## src/rtl/rnti_pkg.sv

```systemverilog
package rnti_pkg;

    // Field widths fixed by the interface.
    localparam int CHAR_W   = 8;
    localparam int VALUE_W  = 31;
    localparam int COUNT_W  = 16;
    localparam int RUN_W    = 3;
    localparam int WEIGHT_W = 10;

    localparam logic [VALUE_W-1:0]  VALUE_MAX = {VALUE_W{1'b1}};
    localparam logic [COUNT_W-1:0]  COUNT_MAX = {COUNT_W{1'b1}};
    localparam logic [RUN_W-1:0]    RUN_MAX   = {RUN_W{1'b1}};
    localparam logic [RUN_W-1:0]    RUN_LIMIT = 3'd4;

    // ASCII case mask, letter bounds and upper-case digit letters used for decoding.
    localparam logic [CHAR_W-1:0] ASCII_CASE_MASK = 8'hDF;
    localparam logic [CHAR_W-1:0] ASCII_UPPER_A   = 8'h41;
    localparam logic [CHAR_W-1:0] ASCII_UPPER_Z   = 8'h5A;
    localparam logic [CHAR_W-1:0] ASCII_LOWER_A   = 8'h61;
    localparam logic [CHAR_W-1:0] ASCII_LOWER_Z   = 8'h7A;
    localparam logic [CHAR_W-1:0] ASCII_I         = 8'h49;
    localparam logic [CHAR_W-1:0] ASCII_V         = 8'h56;
    localparam logic [CHAR_W-1:0] ASCII_X         = 8'h58;
    localparam logic [CHAR_W-1:0] ASCII_L         = 8'h4C;
    localparam logic [CHAR_W-1:0] ASCII_C         = 8'h43;
    localparam logic [CHAR_W-1:0] ASCII_D         = 8'h44;
    localparam logic [CHAR_W-1:0] ASCII_M         = 8'h4D;

    // Digit codes, ordered by weight so that a plain compare orders digits.
    typedef enum logic [2:0] {
        DIGIT_NONE = 3'd0,
        DIGIT_I    = 3'd1,
        DIGIT_V    = 3'd2,
        DIGIT_X    = 3'd3,
        DIGIT_L    = 3'd4,
        DIGIT_C    = 3'd5,
        DIGIT_D    = 3'd6,
        DIGIT_M    = 3'd7
    } digit_t;

    typedef enum logic [1:0] {
        STATUS_OK       = 2'd0,
        STATUS_INVALID  = 2'd1,
        STATUS_OVERFLOW = 2'd2
    } status_t;

    // Conversion state carried between bytes.
    typedef struct packed {
        logic                pending_valid;
        digit_t              pending_code;
        digit_t              previous_code;
        logic [RUN_W-1:0]    run_count;
        logic [VALUE_W-1:0]  accumulator;
        logic [COUNT_W-1:0]  letter_count;
        status_t             error_seen;
    } numeral_state_t;

    typedef struct packed {
        logic [VALUE_W-1:0] numeral_value;
        logic [COUNT_W-1:0] letters_used;
        status_t            status;
    } result_t;

    // Weight of each digit.
    function automatic logic [WEIGHT_W-1:0] digit_weight(input digit_t d);
        logic [WEIGHT_W-1:0] w;
        unique case (d)
            DIGIT_NONE: w = 10'd0;
            DIGIT_I:    w = 10'd1;
            DIGIT_V:    w = 10'd5;
            DIGIT_X:    w = 10'd10;
            DIGIT_L:    w = 10'd50;
            DIGIT_C:    w = 10'd100;
            DIGIT_D:    w = 10'd500;
            DIGIT_M:    w = 10'd1000;
            default:    w = 10'd0;
        endcase
        return w;
    endfunction

    // Decode a byte to a digit, ignoring case. Other bytes give DIGIT_NONE.
    function automatic digit_t digit_of(input logic [CHAR_W-1:0] b);
        logic [CHAR_W-1:0] u;
        digit_t            d;
        u = b & ASCII_CASE_MASK;
        unique case (u)
            ASCII_I: d = DIGIT_I;
            ASCII_V: d = DIGIT_V;
            ASCII_X: d = DIGIT_X;
            ASCII_L: d = DIGIT_L;
            ASCII_C: d = DIGIT_C;
            ASCII_D: d = DIGIT_D;
            ASCII_M: d = DIGIT_M;
            default: d = DIGIT_NONE;
        endcase
        return d;
    endfunction

    function automatic logic is_letter(input logic [CHAR_W-1:0] b);
        return ((b >= ASCII_UPPER_A) && (b <= ASCII_UPPER_Z)) ||
               ((b >= ASCII_LOWER_A) && (b <= ASCII_LOWER_Z));
    endfunction

endpackage

```

## src/rtl/rnti_step.sv

```systemverilog
module rnti_step
    import rnti_pkg::*;
(
    input  numeral_state_t     cur_state,
    input  logic [CHAR_W-1:0]  char_code,
    output numeral_state_t     next_state,
    output logic               terminator,
    output result_t            result
);

    logic                 letter;
    digit_t               digit;
    logic                 pair;
    logic [WEIGHT_W-1:0]  pending_weight;
    logic [WEIGHT_W-1:0]  add_operand;
    logic [VALUE_W:0]     sum;
    logic                 sum_over;
    logic [VALUE_W-1:0]   acc_added;
    status_t              err_pair;
    status_t              err_added;
    logic [RUN_W-1:0]     run_next;
    logic                 run_invalid;
    logic                 same_digit;

    // Classify the byte and detect a subtractive pair.
    assign letter         = is_letter(char_code);
    assign digit          = digit_of(char_code);
    assign terminator     = !letter;
    assign pair           = letter && cur_state.pending_valid &&
                            (digit > cur_state.pending_code);
    assign pending_weight = digit_weight(cur_state.pending_code);

    // One shared saturating adder: the pair difference, the settled weight of the
    // pending digit, or zero when no digit is pending.
    always_comb begin
        if (pair) begin
            add_operand = digit_weight(digit) - pending_weight;
        end else if (cur_state.pending_valid) begin
            add_operand = pending_weight;
        end else begin
            add_operand = '0;
        end
    end

    assign sum       = {1'b0, cur_state.accumulator} + (VALUE_W+1)'(add_operand);
    assign sum_over  = sum[VALUE_W];
    assign acc_added = sum_over ? VALUE_MAX : sum[VALUE_W-1:0];

    // A repeated digit in front of a greater one is invalid.
    assign err_pair = (pair && (cur_state.run_count > 3'd1)) ? STATUS_INVALID
                                                            : cur_state.error_seen;
    assign err_added = (sum_over && (err_pair != STATUS_INVALID)) ? STATUS_OVERFLOW
                                                                  : err_pair;

    // Run length of the current digit and the repeat rules.
    assign same_digit = (digit == cur_state.previous_code);
    always_comb begin
        if (same_digit) begin
            run_next = (cur_state.run_count < RUN_MAX) ? cur_state.run_count + 3'd1
                                                       : RUN_MAX;
        end else begin
            run_next = 3'd1;
        end
    end
    assign run_invalid = same_digit &&
                         (((run_next > RUN_LIMIT) && (digit != DIGIT_M)) ||
                          ((run_next > 3'd1) &&
                           ((digit == DIGIT_V) || (digit == DIGIT_L) ||
                            (digit == DIGIT_D))));

    // Result of a terminator.
    always_comb begin
        result.numeral_value = (err_added == STATUS_INVALID) ? '0 : acc_added;
        result.letters_used  = cur_state.letter_count;
        result.status        = err_added;
    end

    // State update.
    always_comb begin
        next_state = cur_state;
        if (!letter) begin
            next_state = '0;
        end else begin
            next_state.letter_count = (cur_state.letter_count < COUNT_MAX) ?
                                      cur_state.letter_count + 16'd1 : COUNT_MAX;
            next_state.accumulator   = acc_added;
            next_state.pending_valid = 1'b0;
            if (pair) begin
                next_state.error_seen = err_added;
            end else begin
                next_state.error_seen    = run_invalid ? STATUS_INVALID : err_added;
                next_state.run_count     = run_next;
                next_state.previous_code = digit;
                if (digit != DIGIT_NONE) begin
                    next_state.pending_valid = 1'b1;
                    next_state.pending_code  = digit;
                end
            end
        end
    end

endmodule

```

## src/rtl/roman_numeral_to_integer_top.sv

```systemverilog
// A result is registered in the output register, or in the skid entry when full.
// Throughput: one byte per cycle while s_ready is high, with a combinational step.
// A two-entry output stage (result register plus skid) keeps input flowing while
// a result waits; s_ready drops only when both entries hold results.
// Reset: synchronous, active-low aresetn clears the conversion state and both entries.
module roman_numeral_to_integer_top
    import rnti_pkg::*;
(
    input  logic                aclk,
    input  logic                aresetn,
    input  logic                s_valid,
    output logic                s_ready,
    input  logic [CHAR_W-1:0]   s_char_code,
    output logic                m_valid,
    input  logic                m_ready,
    output logic [VALUE_W-1:0]  m_numeral_value,
    output logic [COUNT_W-1:0]  m_letters_used,
    output logic [1:0]          m_status
);

    numeral_state_t state_reg;
    numeral_state_t state_next;
    numeral_state_t step_state;
    result_t        step_result;
    logic           step_term;

    result_t        out_reg;
    result_t        skid_reg;
    logic           out_valid_reg;
    logic           skid_valid_reg;

    logic           s_fire;
    logic           m_fire;
    logic           push;

    rnti_step u_step (
        .cur_state  (state_reg),
        .char_code  (s_char_code),
        .next_state (step_state),
        .terminator (step_term),
        .result     (step_result)
    );

    // Handshake decode.
    assign s_ready = !skid_valid_reg;
    assign s_fire  = s_valid && s_ready;
    assign m_fire  = out_valid_reg && m_ready;
    assign push    = s_fire && step_term;

    assign state_next = s_fire ? step_state : state_reg;

    // Conversion state.
    always_ff @(posedge aclk) begin
        if (!aresetn) begin
            state_reg <= '0;
        end else begin
            state_reg <= state_next;
        end
    end

    // Output register with one skid entry behind it.
    always_ff @(posedge aclk) begin
        if (!aresetn) begin
            out_valid_reg  <= 1'b0;
            skid_valid_reg <= 1'b0;
        end else if (skid_valid_reg) begin
            if (m_fire) begin
                out_valid_reg  <= 1'b1;
                skid_valid_reg <= 1'b0;
            end
        end else if (push) begin
            if (!out_valid_reg || m_fire) begin
                out_valid_reg <= 1'b1;
            end else begin
                skid_valid_reg <= 1'b1;
            end
        end else if (m_fire) begin
            out_valid_reg <= 1'b0;
        end
    end

    // Payload moves without reset.
    always_ff @(posedge aclk) begin
        if (skid_valid_reg) begin
            if (m_fire) begin
                out_reg <= skid_reg;
            end
        end else if (push) begin
            if (!out_valid_reg || m_fire) begin
                out_reg <= step_result;
            end else begin
                skid_reg <= step_result;
            end
        end
    end

    assign m_valid         = out_valid_reg;
    assign m_numeral_value = out_reg.numeral_value;
    assign m_letters_used  = out_reg.letters_used;
    assign m_status        = out_reg.status;

`ifndef NO_ASSERTIONS
    // The skid entry is only used behind a full output register.
    a_skid_behind_out: assert property (@(posedge aclk) disable iff (!aresetn)
        skid_valid_reg |-> out_valid_reg)
        else $error("skid entry holds a result while the output register is empty");

    // An invalid numeral always reports value zero.
    a_invalid_zero: assert property (@(posedge aclk) disable iff (!aresetn)
        (m_valid && (m_status == STATUS_INVALID)) |-> (m_numeral_value == '0))
        else $error("invalid numeral reported a nonzero value");

    // An overflow always reports the saturated value.
    a_overflow_sat: assert property (@(posedge aclk) disable iff (!aresetn)
        (m_valid && (m_status == STATUS_OVERFLOW)) |-> (m_numeral_value == VALUE_MAX))
        else $error("overflow reported without a saturated value");

    // A terminator clears the conversion state.
    a_term_clears: assert property (@(posedge aclk) disable iff (!aresetn)
        push |=> ((state_reg.accumulator == '0) && (state_reg.letter_count == '0) &&
                  !state_reg.pending_valid))
        else $error("conversion state not cleared after a terminator");
`endif

endmodule
```

## config.mk

```make
export PLATFORM = sky130hd
export DESIGN_NAME = roman_numeral_to_integer_top
export DESIGN_NICKNAME = d
export VERILOG_FILES = /design/src/rtl/rnti_pkg.sv /design/src/rtl/rnti_step.sv /design/src/rtl/roman_numeral_to_integer_top.sv
export SDC_FILE = /design/constraint.sdc
export NUM_CORES = 1
export LEC_CHECK = 0
export BUFFER_PORTS_ARGS = -buffer_cell sky130_fd_sc_hd__buf_2
export CORE_ASPECT_RATIO = 1.25
export CORE_MARGIN = 4
export CORE_UTILIZATION = 60
export CTS_CLUSTER_SIZE = 20
export DETAILED_ROUTE_END_ITERATION = 8
export GPL_TIMING_DRIVEN = 0
export PLACE_DENSITY_LB_ADDON = 0.15
export SYNTH_ARGS = -nofsm -noshare
export SYNTH_HDL_FRONTEND = slang
export SYNTH_SLANG_ARGS = --single-unit
export TNS_END_PERCENT = 1
```

## constraint.sdc

```tcl
create_clock -name aclk -period 6.9 [get_ports aclk]
set_input_delay 0.69 -clock aclk [delete_from_list [all_inputs] [get_ports aclk]]
set_output_delay 0.69 -clock aclk [all_outputs]
set_load 0.05 [all_outputs]
```

**Word level (Yosys, flattened, before mapping)**

Memories as Yosys holds them, arrays and structs flattened. A register that Yosys moved wholly into a read port is not among the register bits.
Index checks and enable logic that the tools add are counted.

- ROM bits: 160
- Register bits: 159
- Memories: 2
- Input port bits: 12

- Muxes and demuxes: 31
- Order comparisons: 10
- Reduce and logical (&&, ||, !) cells: 29
- Add/sub/neg operators: 4
- Bitwise gates (word level): 2
- Equality and inequality tests: 18

Memory list:

| name | depth | width | read ports | clocked after Yosys merged registers in | write ports | line | source |
|---|---|---|---|---|---|---|---|
| (name not given) | 8 | 10 | 1 | 0 | 0 | rnti_pkg.sv:67 | `unique case (d)` |
| (name not given) | 8 | 10 | 1 | 1 | 0 | rnti_pkg.sv:67 |  |

Operator list:

| operator | count |
|---|---|
| 49-bit 2-to-1 mux | 4 |
| 31-bit 2-to-1 mux | 2 |
| 59-bit 2-to-1 mux | 1 |
| 7-bit by 6-bit equality test with 1-bit output, second input constant | 7 |
| 10-bit 2-to-1 mux | 4 |
| 31-bit by 10-bit adder with 32-bit output | 1 |
| 3-bit case mux with 7 select lines | 1 |
| 16-bit by 1-bit adder with 16-bit output, second input constant | 1 |
| 8-bit by 7-bit greater-or-equal comparator with 1-bit output, second input constant | 2 |
| 8-bit by 7-bit less-or-equal comparator with 1-bit output, second input constant | 2 |
| 16-bit less-than comparator, second input constant | 1 |
| 16-bit 2-to-1 mux | 1 |
| 1-bit logical AND | 12 |
| 3-bit 2-to-1 mux | 4 |
| 3-bit AND reduction | 4 |
| 10-bit subtractor | 1 |
| 1-bit 2-to-1 mux | 9 |
| 2-bit 2-to-1 mux | 4 |
| 3-bit equality test, second input constant | 2 |
| 3-bit by 1-bit > comparator with 1-bit output, second input constant | 2 |
| 2-bit nonzero test | 3 |
| 1-bit logical OR | 5 |
| 4-bit 2-to-1 mux | 1 |
| 2-bit by 1-bit != test with 1-bit output, second input constant | 2 |
| other kinds (14) | 18 |

**Logic depth before layout (Yosys ltp)**

Gate-level depths: netlist of the first run.

- Depth after elaboration: 16
- Mapped depth: 28
- Gate-level depth less buffers: 24

**Cells and area by module**

A second synthesis of the first run with hierarchy kept.

- Cell total of the unflattened synthesis: 931
- Area, all modules: 9095.0 um^2

Modules (own cells, without submodules):

| module | area each (um^2) | instances | cells each |
|---|---|---|---|
| roman_numeral_to_integer_top | 5874.4 | 1 | 425 |
| rnti_step | 3220.6 | 1 | 506 |

**Worst setup path before layout of the first run**

Ideal clock, no wire load.

- Path kind: input port to flip-flop
- Start: input s_char_code[0]
- End: register out_reg, in the netlist m_numeral_value[24] (data pin)
- Path slack: 1116 ps
- Path buffers: 1
- Required time: 6640 ps
- Arrival: 5524 ps
- Library setup time: 260 ps
- Stages on the path: 23
- Cells stage by stage: buf_2 or4_1 a21oi_2 inv_1 ha_1 nand2b_1 ha_1 fa_1 nor2b_1 o21ai_0 a21boi_0 o21a_1 o21ai_0 nor2b_1 a21o_1 ha_1 o21ai_0 a2111oi_0 nand3_1 nor3_1 xnor2_1 a21oi_2 mux2_2

RTL lines:

| element | line | source |
|---|---|---|
| from (decl) | roman_numeral_to_integer_top.sv:13 | `input logic [CHAR_W-1:0] s_char_code,` |
| to (signal assigned) | roman_numeral_to_integer_top.sv:86 | `out_reg <= skid_reg;` |
| to (signal assigned) | roman_numeral_to_integer_top.sv:90 | `out_reg <= step_result;` |
| to (decl) | roman_numeral_to_integer_top.sv:27 | `result_t out_reg;` |

==> results.md, run 1 <==
- Critical path arrival: 6.55 ns
- Largest net degree at the start of global routing: 43
- Vias per inst: 6.224
- Max reg flops: 59
- Synthesized area: 8916 µm²
- Routed Antenna Nets: 0
- Xor and xnor fraction of the mapped netlist area: 2.554%
- Area leader, netlist: edfxtp_1
- Yosys top cell area share: 33.01%
- # fillers: 1124
- Critical path class: primary input to register
- Asr flop ratio synth: 0%
- GRT Util Overall: 26.43%
- Core area: 14470 µm²
- Number of flops mapped to enable cells by yosys: 98
- Syn avg cell area: 10.21 µm²
- Clk buf depth: 2
- Final WL: 21.96 mm
- Period utilization: 92.35%
- CTS root buf: clkbuf_16
- DRC viols: 0
- Hold_sp: state_reg[15]
- Worst-path clk slew: 0.07 ns
- Clk Latency, worst-skew pair: 0.42 ns
- Sw frac: 25.49%
- Synth Flop Type: edfxtp_1
- Die Ht: 144.3 µm
- Synthesis Warnings: 0
- Hold Path Depth: 0
- Hpwl dp: 16.00 mm
- Slew headroom: 42.97%
- Vias in the first global route: 6840
- Die Span X: 117.0 µm
- Min-Delay Endpoint: skid_reg[15]
- Via count: 7120
- Clock Skews: 0.009071 ns
- Worst setup EP type: register
- Mux contribution to synthesized area: 4.926%
- Post-layout min period: 6.372 ns
- GRT Residual Overflow: 0
- R2R depth: 17
- Register Area: 4344 µm²
- Sw power: 572.9 µW
- Crit path launch type: primary input
- Initial Util: 61.62%
- Final setup fails: 0
- Combinational share of power: 9.1%
- Critical R2R Launch: u_step.pending_weight[1]
- Max_cap viols: 0
- Antenna Diode Count: 0
- Die ar.: 16890 µm²
- Sink Count: 168
- Worst vdd ir: 113.6 µV
- Yosys reg bits: 168
- Seq pwr share: 48.4%
- Cts bufs inserted: 17
- Most frequent cells in the layout: edfxtp_1, nand2_1, dfxtp_1
- I/O pin count: 63
- Nets: 999
- Net Count, Synth: 919
- R2R Path End: m_numeral_value[24]
- Commonest non-fill, non-tap cell in the layout: edfxtp_1
- Final count of hold timing violations: 0
- Status: finished clean
- CTS tree: yes
- Pwr per Cell Area: 223.0 nW/µm²
- Post-cts hold buffer count: 0
- Largest family of logic cells by synthesized area: compound AO/OA/AOI/OAI gates
- H-tree Lvls: 4
- Cell count after synthesis: 873
- Antenna violations before repair: 0
- Adder-Cell Fraction of Synth Area: 4.940%
- HP Class: register to register
- Clock power frac: 42.5%
- TNS Setup: 0 ns
- Synth Area in Simple Gates: 16.88%
- R2r setup slk: 2.16 ns
- IO buf count: 59
- Gp weighted congestion: 0.9265
- Placed inst area: 9487 µm²
- Fin area: 10080 µm²
- Sequential element share of the synthesized area: 48.72%
- Area Growth Syn to Fin: 13.05%
- Tightest Pin Transition: 0.8523 ns
- Routed wire per std cell: 19.19 µm
- WP data required: 7.08 ns
- Slew Viols, Final: 0
- Number of DRC violations after detailed-routing iteration 0: 575
- Unique masters post-synth: 86
- Rows: 49
- First-pass iteration count of the detailed router: 5
- Multi-input logic area: 4257 µm²
- Compound-Gate Fraction of Synth Area: 18.27%
- Crit path max fanout: 6
- First-pass GRT wire length: 34.47 mm
- Area contributors post-synth: edfxtp_1, dfxtp_1, ha_1, mux2_2, nand2_1
- Layout cell share with drive strength beyond 1: 18.63%
- RSZ-0062 raised after global routing: no
- Max Clock Freq: 0.1569 GHz
- Leakage: 3.839 nW
- Internal power: 1.674 mW
cell type report:
| cell class | instances | area share [%] |
|---|---|---|
| clock buffers | 19 | 4.394 |
| well taps | 178 | 2.210 |
| plain buffers | 45 | 2.085 |
| clock inverters | 13 | 1.465 |
| multi-input cells | 628 | 42.23 |
| repair buffers | 61 | 3.327 |
| flip-flops and latches | 168 | 43.10 |
| inverters | 32 | 1.192 |
cells by family after synthesis:
logic type | after synthesis
AND/OR/NAND/NOR | 296
AO/OA/AOI/OAI | 232
flip-flops | 168
buffers and inverters | 77
multiplexers | 40
adder cells (fa/ha/maj) | 34
XOR/XNOR | 26
metal layers:
| layer | track usage, % | vias up | part of all wire (%) |
|---|---|---|---|
| li1 | - | 3399 | - |
| met5 | 0 | - | 0 |
| met4 | 9.964 | 0 | 2.9 |
| met1 | 32.11 | 3438 | 41 |
| met3 | 4.646 | 44 | 5.0 |
| met2 | 46.54 | 239 | 51 |
power by group through the flow:
stage / combinational [mW] / clock [mW] / sequential, mW
after floorplan: 0.0733 / 0 / 1.18
after global placement: 0.197 / 0 / 1.11
after detailed placement: 0.205 / 0 / 1.11
after CTS: 0.205 / 0.957 / 1.09
after global routing: 0.217 / 0.996 / 1.09
final: 0.205 / 0.954 / 1.09
stage by stage:
stage          cells  setup slack (ns)  hold slack, ns  total power, mW  util [%]
5_1_grt         1144            0.1766          0.4490            2.303     69.66
3_5_place_dp    1112           0.01166          0.4155            1.315     65.57
2_1_floorplan    873             1.116          0.4064            1.257         -
6_report        1144            0.5277          0.4296            2.247     69.66
4_1_cts         1144            0.4323          0.4331            2.250     69.65
3_3_place_gp    1110            0.1802          0.4081            1.310     65.20
worst max-delay path, cell delays in order:
cell       delay (ns)
buf_2            0.10
nand2b_1         0.20
nor4_1           0.66
a41o_1           0.33
inv_1            0.13
ha_1             0.25
nand2_1          0.07
nand2_1          0.08
ha_1             0.27
nor2b_1          0.14
o31a_1           0.29
o211ai_1         0.27
nand2b_1         0.14
a311o_1          0.36
or3_1            0.31
nand3_1          0.09
ha_1             0.26
nor3_1           0.10
a2111oi_0        0.55
nand3_1          0.25
nor3_1           0.41
xnor2_1          0.23
a21oi_2          0.10
mux2_2           0.27
synthesized netlist by cell type (12+ instances only):
master / count
o21ai_0: 35
clkbuf_1: 30
nor2b_1: 20
nor2_1: 62
and2_1: 12
edfxtp_1: 98
nand3_1: 29
inv_1: 30
mux2_2: 29
nand2_1: 86
ha_1: 32
o21ai_1: 12
nor3_1: 21
dfxtp_1: 70
xnor2_1: 16
a21oi_1: 58
timing repair:
action,4_1_cts,5_1_grt
buffers inserted,0,0
resized for setup,0,1
setup endpoints to repair,0,1
hold endpoints to repair,0,0
worst max-delay path by stage:
stage,start,endpoint,slack (ns),depth (start not counted)
global placement,s_char_code[7],m_numeral_value[30],0.18,23
global route,s_char_code[7],m_numeral_value[24],0.18,23
CTS,s_char_code[7],m_numeral_value[30],0.43,24
finish,s_char_code[7],m_numeral_value[24],0.53,24
detailed placement,s_char_code[7],m_numeral_value[30],0.01,24
floorplan,s_char_code[0],m_numeral_value[24],1.12,23
No activity file was read; power rests on OpenSTA's default activity.
==> inputs of run 2 (changes only) <==
Settings changed: CTS_BUF_LIST set to sky130_fd_sc_hd__clkbuf_8, GPL_ROUTABILITY_DRIVEN set to 0, HOLD_SLACK_MARGIN set to 0.03.
==> results.md, run 2 (synthesis gave the netlist of run 1 again) <==
- Max reg flops: 59
- Commonest non-fill, non-tap cell in the layout: edfxtp_1
- Hpwl dp: 16.07 mm
- Max Clock Freq: 0.1525 GHz
- Worst vdd ir: 100.3 µV
- Leakage: 3.765 nW
- TNS Setup: 0 ns
- Largest net degree at the start of global routing: 44
- GRT Residual Overflow: 0
- Clk Latency, worst-skew pair: 0.47 ns
- First-pass iteration count of the detailed router: 6
- Die ar.: 16890 µm²
- Setup crit start: s_char_code[3]
- Slew headroom: 43.85%
- Via count: 7256
- Final WL: 22.02 mm
- CTS root buf: clkbuf_8
- Clk buf depth: 2
- Antenna violations before repair: 0
- Worst-path clk slew: 0.09 ns
- Core area: 14470 µm²
- Final setup fails: 0
- Period utilization: 95.01%
- Critical R2R Launch: u_step.pending_weight[1]
- Crit path max fanout: 8
- Fin util: 68.45%
- HP Class: register to register
- Post-CTS Resized: 0
- IO buf count: 59
- Die Span X: 117.0 µm
- # placed instances: 1112
- H-tree Lvls: 4
- Pwr per Cell Area: 204.9 nW/µm²
- Tightest Pin Transition: 0.8392 ns
- Post-cts hold buffer count: 0
- Cts bufs inserted: 17
- Hold slack final: 0.4432 ns
- RSZ-0062 raised after global routing: no
- Sink Count: 168
- Rows: 49
- Setup repair bufs after CTS: 0
- Status: finished clean
- Routed Antenna Nets: 0
- Nets: 999
- Antenna Diode Count: 0
- Non-filler cells, final: 1144
- WP data required: 7.11 ns
- Vias per inst: 6.343
- Vias in the first global route: 6958
- Die Ht: 144.3 µm
- Most frequent cells in the layout: edfxtp_1, nand2_1, dfxtp_1
- Number of DRC violations after detailed-routing iteration 0: 744
- I/O pin count: 63
- GRT Util Overall: 26.96%
- Routed wire per std cell: 19.25 µm
- Final count of hold timing violations: 0
- Post-layout min period: 6.556 ns
- Max_cap viols: 0
- Slew Viols, Final: 0
- Hold_sp: state_reg[15]
- Layout cell share with drive strength beyond 1: 18.63%
- CTS tree: yes
- Critical path arrival: 6.77 ns
- Clock Skews: 0.01176 ns
- Placed inst area: 9487 µm²
- Initial Util: 61.62%
- Worst setup EP type: register
- First-pass GRT wire length: 35.27 mm
- DRC viols: 0
- Fin area: 9905 µm²
- Crit path launch type: primary input
- Critical path class: primary input to register
- Area Growth Syn to Fin: 11.09%
==> run 2: metal layers <==
metal	wire [µm]	GRT usage [%]	vias to the layer above
met5	0	0	-
met4	846	12.56	0
met3	1572	5.107	64
met2	11090	45.73	343
met1	8513	33.02	3446
li1	-	-	3403
==> run 2: metrics by stage <==
step                total power, mW  setup slack [ns]
global route                  2.091           0.06265
detailed placement            1.315           0.06253
CTS                           2.032            0.5644
finish                        2.029            0.3443
floorplan                     1.257             1.116
global placement              1.308            0.2956
==> run 2: worst paths after layout <==
kind | cells after the start | slack, ns | end
worst min-delay path | 0 | 0.44 | skid_reg[15]
worst min register to register | 0 | 0.44 | skid_reg[15]
worst max register to register | 17 | 1.90 | m_numeral_value[30]
worst max-delay path | 23 | 0.34 | m_numeral_value[30]
==> run 2: cell type report <==
type,count,area (µm²)
Fill cell,1120,4564
Sequential cell,168,4344
Multi-Input combinational cell,628,4254
Timing Repair Buffer,61,335.3
Clock buffer,20,275.3
Tap cell,178,222.7
Buffer,45,210.2
Clock inverter,12,142.6
Inverter,32,120.1
==> run 2: power breakdown <==
part           internal [mW]  leakage (nW)  switching (mW)
Combinational         0.0460          1.97           0.160
Clock                  0.356         0.209           0.381
Sequential              1.08          1.58         0.00670
==> run 2: critical path: stages <==
cell and delay (ns):
buf_2 0.15, nand2_1 0.13, or4_1 0.45, a21oi_2 0.29
inv_1 0.16, ha_1 0.31, o21ai_0 0.32, ha_1 0.34
o21a_1 0.19, o31a_1 0.14, o211ai_1 0.26, nand2b_1 0.14
a311o_1 0.34, or3_1 0.31, nand3_1 0.10, ha_1 0.27
nor3_1 0.09, a2111oi_0 0.62, nand3_1 0.25, nor2_1 0.57
nand2_1 0.19, mux2i_1 0.35, o21ai_1 0.11
==> inputs of run 3 (changes only) <==
Settings changed: CORE_UTILIZATION 60 to 63, MAX_ROUTING_LAYER set to met4, RECOVER_POWER set to 25.
==> results.md, run 3 (synthesis gave the netlist of run 1 again) <==
- Placed inst area: 9483 µm²
- Slowest stage delay, CP: 0.64 ns
- Worst setup EP type: register
- Hold Path Depth: 0
- Combinational share of power: 10.1%
- Layout cell share with drive strength beyond 1: 13.77%
- Buffers & Inverters on Critical Path: 1
- DRC viols: 0
- Internal power: 1.404 mW
- Clock power frac: 35.1%
- Number of DRC violations after detailed-routing iteration 0: 878
- Vias per inst: 6.351
- Max_cap viols: 0
- Routed wire per std cell: 19.13 µm
- Slew Viols, Final: 0
- Clk Latency, worst-skew pair: 0.45 ns
- Die Ht: 141.0 µm
- Final setup fails: 0
- Via count: 7247
- Commonest non-fill, non-tap cell in the layout: edfxtp_1
- Initial Util: 64.27%
- Worst path slowest cell: a2111oi_0
- RSZ-0062 raised after global routing: no
- DP Worst Slack: 0.07657 ns
- Most frequent cells in the layout: edfxtp_1, nand2_1, clkbuf_1
- Clock Skews: 0.01416 ns
- Worst-path clk slew: 0.10 ns
- Routed Antenna Nets: 0
- Final WL: 21.82 mm
- Pwr per Cell Area: 202.1 nW/µm²
- TNS Setup: 0 ns
- Antenna violations before repair: 0
- First-pass GRT wire length: 35.11 mm
- Critical path arrival: 6.71 ns
- Cts bufs inserted: 17
- Max Clock Freq: 0.1537 GHz
- Nets: 999
- Sw frac: 29.25%
- Worst vdd ir: 163.4 µV
- HP Class: register to register
- Setup repair bufs after CTS: 0
- Hpwl dp: 16.08 mm
- Core area: 13870 µm²
- First-pass iteration count of the detailed router: 6
- Max reg flops: 59
- H-tree Lvls: 4
- R2r setup slk: 2.01 ns
- # fillers: 1019
- Vias in the first global route: 6993
- Fin util: 70.78%
- Critical R2R Launch: u_step.pending_weight[1]
- Area Growth Syn to Fin: 10.13%
- Crit path launch type: primary input
- GRT Util Overall: 28.09%
- CTS tree: yes
- Crit path max-delay family: compound AO/OA/AOI/OAI gates
- Post-layout min period: 6.506 ns
- Die ar.: 16130 µm²
- Seq pwr share: 54.8%
- Rows: 48
- Hold_sp: state_reg[15]
- Leakage: 3.607 nW
- Crit path max fanout: 6
- Worst path cell trace: buf_2 -> nand2b_1 -> nor4_1 -> a41o_1 -> ha_1 -> nand2b_1 -> ha_1 -> fa_1 -> nor2b_1 -> o21ai_0 -> a21boi_0 -> o21a_1 -> o21ai_0 -> nor2b_1 -> a21o_1 -> ha_1 -> o21ai_0 -> a2111oi_0 -> nand3_1 -> nor3_1 -> xnor2_1 -> a21oi_2 -> mux2_2
- WP data required: 7.11 ns
- Status: finished clean
- Tightest Pin Transition: 0.7902 ns
- CTS root buf: clkbuf_8
- Fin area: 9819 µm²
- Clk buf depth: 2
- Sink Count: 168
- Critical path class: primary input to register
- GRT Residual Overflow: 0
- Final count of hold timing violations: 0
- Min-Delay Endpoint: skid_reg[15]
- R2R depth: 17
- Slew headroom: 47.32%
- IO buf count: 59
- Fin worst setup slack: 0.3941 ns
- I/O pin count: 63
- Sw power: 580.5 µW
- R2R Path End: m_numeral_value[24]
- Largest net degree at the start of global routing: 34
- Die Span X: 114.4 µm
- Period utilization: 94.29%
- Antenna Diode Count: 0
## run 3: cell count changes in the layout (fill, tap and decap cells not counted), moves of 2 or more
cell       before  now
inv_8           1    7
buf_1           4    2
bufinv_16       2    0
clkbuf_1       30   80
buf_2          65   17
clkinv_4        4    2
clkbuf_8       20   18
## run 3: layer usage
layer / wire length [µm] / track usage [%] / part of all wire, %
met1: 8315 / 33.34 / 38
met2: 10870 / 46.34 / 50
met3: 1616 / 4.809 / 7.4
met4: 1020 / 13.13 / 4.7
met5: 0 / - / 0
## run 3: power by group through the flow
stage | Sequential, mW | Combinational [mW] | Clock, mW
after floorplan | 1.18 | 0.0733 | 0
after CTS | 1.09 | 0.204 | 0.703
after global placement | 1.11 | 0.194 | 0
final | 1.09 | 0.200 | 0.698
after detailed placement | 1.11 | 0.204 | 0
after global routing | 1.09 | 0.211 | 0.750
## run 3: how the worst max path moves through the flow
stage / to / cells past startpoint / start
3_5_place_dp: m_numeral_value[30] / 24 / s_char_code[3]
5_1_grt: m_numeral_value[24] / 24 / s_char_code[3]
6_report: m_numeral_value[24] / 23 / s_char_code[7]
4_1_cts: m_numeral_value[30] / 23 / s_char_code[7]
3_3_place_gp: m_numeral_value[30] / 23 / s_char_code[7]
2_1_floorplan: m_numeral_value[24] / 23 / s_char_code[0]
## run 3: cell type report
class	count	area (µm²)	area share [%]
flip-flops and latches	168	4344	44.24
multi-input cells	628	4257	43.35
repair buffers	61	275.3	2.803
clock buffers	18	247.7	2.523
well taps	175	219.0	2.230
plain buffers	45	210.2	2.141
clock inverters	14	146.4	1.491
inverters	32	120.1	1.223
## run 3: per-stage QoR
| step | hold WS, ns | std cells | total power, mW |
|---|---|---|---|
| finish | 0.4443 | 1141 | 1.985 |
| global route | 0.4556 | 1141 | 2.051 |
| CTS | 0.4507 | 1141 | 1.995 |
| detailed placement | 0.4247 | 1109 | 1.314 |
| global placement | 0.4098 | 1107 | 1.306 |
| floorplan | 0.4064 | 873 | 1.257 |
## run 3: timing repair
item,CTS,global route
endpoints found under the hold margin,0,0
endpoints found under the setup margin,0,2
gates resized for setup,0,1
hold buffers,0,0
